$ cat config.mk
export PLATFORM = sky130hd
export DESIGN_NAME = rbmf_ctrl
export DESIGN_NICKNAME = d
export VERILOG_FILES = /design/src/rbmf_pkg.sv /design/src/rbmf_ctrl.sv
export SDC_FILE = /design/constraint.sdc
export NUM_CORES = 1
export LEC_CHECK = 0
export ABC_AREA = 1
export BUFFER_PORTS_ARGS = -buffer_cell sky130_fd_sc_hd__buf_2
export CAP_MARGIN = 20
export CORE_AREA = 2 2 39 41
export CTS_CLUSTER_SIZE = 20
export DETAILED_ROUTE_END_ITERATION = 6
export DIE_AREA = 0 0 41 43
export GPL_TIMING_DRIVEN = 0
export PLACE_DENSITY = 0.49
export SLEW_MARGIN = 25
export SYNTH_ARGS = -nofsm -noshare
export SYNTH_HDL_FRONTEND = slang
export SYNTH_SLANG_ARGS = --single-unit
$ cat constraint.sdc
create_clock -name aclk -period 1.2 [get_ports aclk]
set_clock_uncertainty 0.2 [all_clocks]
set_input_delay 0 -clock aclk [delete_from_list [all_inputs] [get_ports aclk]]
set_output_delay 0 -clock aclk [all_outputs]
set_load 0.01 [all_outputs]
$ cat src/rbmf_pkg.sv
// Shared types and constants of the region box mean filter.
package rbmf_pkg;

    localparam int MAX_ROWS = 1024;
    localparam int ROW_W    = 10;
    localparam int RAD_W    = 3;

    // Register indexes of the configuration port
    localparam logic [2:0] REG_ROW_ORIGIN = 3'd0;
    localparam logic [2:0] REG_COL_ORIGIN = 3'd1;
    localparam logic [2:0] REG_ROWS       = 3'd2;
    localparam logic [2:0] REG_COLS       = 3'd3;
    localparam logic [2:0] REG_RADIUS     = 3'd4;

    // Request codes
    localparam logic REQ_PUSH  = 1'b0;
    localparam logic REQ_DRAIN = 1'b1;

    typedef struct packed {
        logic       req_type;
        logic [7:0] pixel_value;
    } rbmf_in_t;

    typedef struct packed {
        logic [12:0] out_row;
        logic [12:0] out_col;
        logic [7:0]  mean_value;
        logic        last;
    } rbmf_out_t;

    typedef struct packed {
        logic capture;
        logic store;
        logic check;
        logic walk_step;
        logic div_start;
        logic div_step;
        logic load;
    } rbmf_cmd_t;

    typedef struct packed {
        logic ready;
        logic walk_last;
        logic div_done;
        logic out_free;
    } rbmf_sts_t;

endpackage

$ cat src/rbmf_ctrl.sv
// Sequencer of the region box mean filter: steps one word through store, walk and divide.
module rbmf_ctrl import rbmf_pkg::*; (
    input  logic      aclk,
    input  logic      aresetn,
    input  logic      s_valid,
    output logic      s_ready,
    input  rbmf_sts_t sts,
    output rbmf_cmd_t cmd
);

    typedef enum logic [2:0] {
        ST_IDLE, ST_STORE, ST_CHECK, ST_WALK, ST_FLUSH, ST_DIVS, ST_DIV, ST_OUT
    } state_t;

    state_t state_reg, state_next;

    assign s_ready = (state_reg == ST_IDLE);

    // Decode commands and next state
    always_comb begin
        state_next = state_reg;
        cmd        = '0;
        case (state_reg)
            ST_IDLE: begin
                if (s_valid) begin
                    cmd.capture = 1'b1;
                    state_next  = ST_STORE;
                end
            end
            ST_STORE: begin
                cmd.store  = 1'b1;
                state_next = ST_CHECK;
            end
            ST_CHECK: begin
                cmd.check  = 1'b1;
                state_next = sts.ready ? ST_WALK : ST_IDLE;
            end
            ST_WALK: begin
                cmd.walk_step = 1'b1;
                if (sts.walk_last) begin
                    state_next = ST_FLUSH;
                end
            end
            ST_FLUSH: begin
                state_next = ST_DIVS;
            end
            ST_DIVS: begin
                cmd.div_start = 1'b1;
                state_next    = ST_DIV;
            end
            ST_DIV: begin
                if (sts.div_done) begin
                    state_next = ST_OUT;
                end else begin
                    cmd.div_step = 1'b1;
                end
            end
            ST_OUT: begin
                if (sts.out_free) begin
                    cmd.load   = 1'b1;
                    state_next = ST_IDLE;
                end
            end
            default: state_next = ST_IDLE;
        endcase
    end

    always_ff @(posedge aclk) begin
        if (!aresetn) begin
            state_reg <= ST_IDLE;
        end else begin
            state_reg <= state_next;
        end
    end

endmodule

==> results.yml, run 1 <==
yosys:
  synth-seq-cells: 3
  synth_top_family_by_area: "simple AND/OR/NAND/NOR gates"
  syn_area_um2: 280
  synth.area.mux_share: 0
  synth-xor-area-share: 0
  synth_compound_area_frac: 0.116
  syn-num-nets: 54
  synth-simple-area-share: 0.509
  seq_area_frac_synth: 0.214
  ys_warn_count: 0
  synth_adder_area_share: 0
  synth_cell_types: 16
  avgSynthCellArea_um2: 5.96
  syn_inst: 47
final_layout:
  mostFrequentLayoutCell: "buf_2"
  largest_register_ffs: 3
  nNetsFinal: 78
  layout_common_cells: "buf_2, inv_1, nor2_1"
  drive_gt1_frac: 0.629
  area_delta_synth_final_pct: 78.1
  n_antenna_cell: 0
  utilization: 0.361
  fillers: 160
critical_path:
  reg2reg_depth: 8
  r2r-end: "state_reg[0]"
  cp_max_fo: 6
  cp_data_arrival_time_ns: 1.02
  crit_slowest_cell: "dfxtp_4"
  cp.required_ns: 1.00
  rrSetupSlack_ns: -0.02
  cp-end-kind: "output pin"
  critical_path.max_stage_delay_ns: 0.37
  startpoint_type: "flip-flop"
  crit_chain: "nor2_2 -> nand2_1 -> nor2_1 -> buf_2"
  rr_startpoint: "state_reg[1]"
  critical_path_class: "flip-flop to output pin"
power:
  p_switching_mw: 0.307
  pwr-share-clk: 0.236
  leakage_nw: 0.270
  p_int_mw: 0.433
  power.density_nw_per_um2: 1480
  peakVddDrop_uv: 621
  switching_share: 0.415
  p_seq_frac: 0.253
  p_comb_frac: 0.510
  total_power_mw: 0.740
detailed_routing:
  routed_wirelength_um: 672
  drt-pass1-iter-count: 4
  routed.top_layer: "met3"
  wl_per_cell_um: 7.81
  routed_via_density: 4.12
  wl_met1_um: 264
  drt-initial-drc-count: 6
  vias: 354
  drc: 0
  ant_nets: 0
  wl_met3_um: 20
  dr_wl_met2_um: 386
timing:
  hold_slack_ns: -0.00873
  min_period_over_period: 1.02
  max_freq_mhz: 817
  fin_crit_ns: 1.22
  worstMarginPinSlew_ns: 0.136
  setup_violations: 7
  hold_viol_final: 1
  slew_violations: 0
  timing.final.ws_setup_ns: -0.0245
  setup_tns_ns: -0.137
  rsz0062_at_grt: "yes"
  slew_headroom: 0.909
cts:
  clkSinkCount: 3
  ctsRootBufferMaster: "clkbuf_4"
  cts.clk_slew.worst_paths_ns: 0.04
  cts_tree: "yes"
  numCtsBuffers: 3
  cts_buffer_depth: 2
  cts-htree-levels: 1
  clock_latency_ns: 0.23
global_routing:
  overflow: 0
  grt_start_max_net_pins: 7
  antenna_found_initial: 0
  grt_pass1_wl_mm: 1.16
  grt_pass1_vias: 333
  grt_usage: 0.0962
outcome:
  violations: "negative hold slack, negative setup slack"
  run_status: "complete, but fails checks"
worst_hold_path:
  hp-start: "s_valid"
  hold_end: "state_reg[1]"
  min_path_type: "input port to flip-flop"
  min_path_cells: 5
die:
  fp.dieW_um: 41
  die_y_um: 43
  boundaryPins: 15
  die_area_um2: 1760
  start_util: 0.203
  core_um2: 1380
  rows: 14
place:
  finalWeightedCongestion: 0.767
  hpwl_um: 497
  place_ws_ns: -0.0667
  place.port_buffers: 14
run:
  cap_violations: 0
[cells by family after synthesis]
family                 after synthesis
AND/OR/NAND/NOR                     26
buffers and inverters               12
AO/OA/AOI/OAI                        6
flip-flops                           3
[worst max path at each step]
stage          slack, ns  depth (start not counted)          from           end
5_1_grt            -0.11                          5  state_reg[0]        cmd[2]
6_report           -0.02                          4  state_reg[0]        cmd[6]
3_5_place_dp       -0.07                          8  state_reg[2]  state_reg[0]
3_3_place_gp       -0.07                          8  state_reg[2]  state_reg[0]
4_1_cts            -0.05                          5  state_reg[0]        cmd[2]
2_1_floorplan       0.02                          8  state_reg[2]  state_reg[0]
[power by group through the flow]
stage / sequential, mW / clock [mW] / combinational (mW)
after global routing: 0.194 / 0.191 / 0.419
after floorplan: 0.160 / 0 / 0.209
after global placement: 0.169 / 0 / 0.284
after CTS: 0.188 / 0.185 / 0.372
after detailed placement: 0.169 / 0 / 0.286
final: 0.187 / 0.175 / 0.378
[cell usage after synthesis, drive strengths merged]
library cell	count	share of area
nand2	10	0.21
nor2	12	0.21
o21ai	2	0.036
nand3	1	0.036
nand4	1	0.022
o21bai	1	0.027
nor3	1	0.018
dfxtp	3	0.21
a21oi	3	0.054
or2	1	0.022
inv	12	0.16
[worst max-delay path, delay by kind of cell, from the launching register on]
family                 cells  cell delay, ns
flip-flops                 1            0.37
buffers and inverters      1            0.13
AND/OR/NAND/NOR            3            0.30
[layout make-up]
type	count	area (um^2)	area share
Timing Repair Buffer	19	123	0.246
Inverter	12	50.0	0.100
Sequential cell	3	71.3	0.143
Multi-Input combinational cell	32	209	0.419
Tap cell	16	20.0	0.0401
Clock buffer	4	26.3	0.0526
[what timing repair did]
action / CTS / global route
buffers inserted: 4 / 0
pin swaps: 5 / 4
endpoints found under the setup margin: 10 / 11
hold endpoints to repair: 3 / 0
hold buffers: 1 / 0
resized for setup: 13 / 4
[through the flow]
step | hold slack (ns) | cell area (um^2) | instances
global route | 0.0316 | 499 | 86
global placement | 0.0216 | 379 | 77
finish | -0.00873 | 499 | 86
floorplan | -0.102 | 289 | 47
detailed placement | 0.0165 | 379 | 77
CTS | -0.00556 | 482 | 86
[routing by layer]
layer,global-route usage,up-vias
met5,0,-
met4,0.0600,0
met3,0.0314,0
met2,0.153,5
met1,0.102,160
li1,-,189
No activity file was read; power rests on OpenSTA's default activity.
==> run 2, diff against run 1 <==
--- a/config.mk
+++ b/config.mk
@@ -6,7 +6,7 @@
 export NUM_CORES = 1
 export LEC_CHECK = 0
 export ABC_AREA = 1
-export BUFFER_PORTS_ARGS = -buffer_cell sky130_fd_sc_hd__buf_2
+export BUFFER_PORTS_ARGS = -buffer_cell sky130_fd_sc_hd__buf_4
 export CAP_MARGIN = 20
 export CORE_AREA = 2 2 39 41
 export CTS_CLUSTER_SIZE = 20
==> run 2 against run 1 <==
The flow still finishes with violations (negative hold slack, negative setup slack). Non-clock buffer count fell by 1. Utilization increased by 2.2 points. Clock power is essentially flat. Critical path depth is 4 higher. Setup slack worse by 0.034 ns. Power increased by 4.3%. Hold slack got worse by 0.0065 ns. Cell count down 1.2%. Register-to-register slack got worse by 0.03 ns. Clock-buffer cell count stayed put. Sequential share of layout area shrank 0.81 points. Sequential power rose by 4%. Largest power group unchanged.
==> results.yml, run 2 (same netlist as run 1, synthesis figures left out) <==
worst_hold_path:
  min_path_type: "input port to flip-flop"
  hp-start: "s_valid"
  min_path_cells: 5
  hold_end: "state_reg[1]"
die:
  boundaryPins: 15
  die_area_um2: 1760
  core_um2: 1380
  start_util: 0.203
  fp.dieW_um: 41
  die_y_um: 43
  rows: 14
place:
  place.port_buffers: 14
  hpwl_um: 494
  dpl_cell_area_um2: 414
  finalWeightedCongestion: 0.756
timing:
  min_period_over_period: 1.05
  setup_violations: 8
  slew_violations: 0
  timing.final.ws_setup_ns: -0.0590
  rsz0062_at_grt: "yes"
  hold_slack_ns: -0.0152
  worstMarginPinSlew_ns: 0.199
  setup_tns_ns: -0.201
  slew_headroom: 0.868
  hold_viol_final: 1
  fin_crit_ns: 1.26
  max_freq_mhz: 794
critical_path:
  cp_common_cell: "nand2_2"
  cp-end-kind: "flip-flop"
  cp_data_arrival_time_ns: 1.19
  r2r-end: "state_reg[0]"
  rr_startpoint: "state_reg[1]"
  crit_slowest_cell: "dfxtp_4"
  critPathBufInv: 0
  cpLargestDelayFamily: "simple AND/OR/NAND/NOR gates"
  reg2reg_depth: 8
  cp_max_fo: 6
  startpoint_type: "flip-flop"
  critical_path.max_stage_delay_ns: 0.37
  critical_path_class: "flip-flop to flip-flop"
  rrSetupSlack_ns: -0.06
  crit_chain: "nand2_2 -> nor2_4 -> nand2_2 -> nand2_2 -> nor2_2 -> nand2_2 -> nand2_1 -> nor2_2"
  cp.required_ns: 1.13
cts:
  clock_latency_ns: 0.23
  cts.clk_slew.worst_paths_ns: 0.04
  numCtsBuffers: 3
  cts-htree-levels: 1
  clkSinkCount: 3
  cts_buffer_depth: 2
  ctsRootBufferMaster: "clkbuf_4"
  cts_tree: "yes"
global_routing:
  grt_pass1_wl_mm: 1.16
  overflow: 0
  antenna_found_initial: 0
  grt_start_max_net_pins: 7
  grt_pass1_vias: 325
  grt_usage: 0.0963
power:
  peakVddDrop_uv: 675
  power.density_nw_per_um2: 1460
  leakage_nw: 0.280
final_layout:
  nNetsFinal: 77
  mostFrequentLayoutCell: "buf_4"
  n_antenna_cell: 0
  final_cell_area_um2: 529
  layout_common_cells: "buf_4, inv_1, nor2_2, nand2_2, nand2_1"
  area_delta_synth_final_pct: 88.8
  largest_register_ffs: 3
  drive_gt1_frac: 0.652
detailed_routing:
  ant_nets: 0
  drt-initial-drc-count: 0
  wl_met1_um: 275
  vias: 337
  routed_via_density: 3.96
  drc: 0
  routed_wirelength_um: 695
  drt-pass1-iter-count: 1
  dr_wl_met2_um: 365
  wl_per_cell_um: 8.18
  wl_met3_um: 38
  routed.top_layer: "met4"
outcome:
  run_status: "complete, but fails checks"
  violations: "negative hold slack, negative setup slack"
run:
  cap_violations: 0
==> run 2: per-layer routing <==
layer  up-vias  global-route usage
met5         -                   0
met4         0              0.0600
met3         4              0.0157
met2         9               0.153
met1       138               0.112
li1        186                   -
==> run 2: final cells by class <==
type	count	area [um^2]
sequential	3	71.3
inverter	12	55.1
tap	16	20.0
multi-input combinational	32	215
clock buffer	4	26.3
fill	151	855
timing repair buffer	18	141
==> run 2: timing repair <==
item | CTS | global route
gates resized for setup | 11 | 9
endpoints found under the setup margin | 10 | 11
hold buffers | 1 | 0
hold endpoints to repair | 3 | 0
pin swaps | 2 | 2
buffers inserted | 3 | 0
==> run 2: how the worst max path moves through the flow <==
stage / start / to / slack [ns] / cells after the start
after floorplan: state_reg[2] / state_reg[0] / 0.02 / 8
after CTS: state_reg[0] / cmd[6] / -0.04 / 4
after global routing: state_reg[1] / state_reg[0] / -0.12 / 8
after detailed placement: state_reg[2] / state_reg[0] / -0.07 / 8
final: state_reg[1] / state_reg[0] / -0.06 / 8
after global placement: state_reg[2] / state_reg[0] / -0.08 / 8
==> run 2: metrics by stage <==
| stage | setup WS, ns | hold slack, ns | power [mW] | util | instances |
|---|---|---|---|---|---|
| 2_1_floorplan | 0.0171 | -0.102 | 0.369 | - | 47 |
| 3_3_place_gp | -0.0797 | 0.00973 | 0.488 | 0.299 | 77 |
| 5_1_grt | -0.120 | 0.0551 | 0.834 | 0.382 | 85 |
| 6_report | -0.0590 | -0.0152 | 0.772 | 0.382 | 85 |
| 4_1_cts | -0.0363 | -0.0313 | 0.740 | 0.362 | 85 |
| 3_5_place_dp | -0.0707 | 0.00878 | 0.489 | 0.299 | 77 |
==> run 2: power by group <==
group	total [mW]	switching [mW]	leakage, nW	internal [mW]
combinational	0.402	0.212	0.238	0.190
sequential	0.195	0.0612	0.0267	0.134
clock	0.176	0.0511	0.0150	0.125
==> run 2: worst min-delay path, cell delays in order <==
cell and delay (ns):
buf_4 0.08, inv_1 0.04, nand3_2 0.08, nand2_1 0.06, a21oi_2 0.11
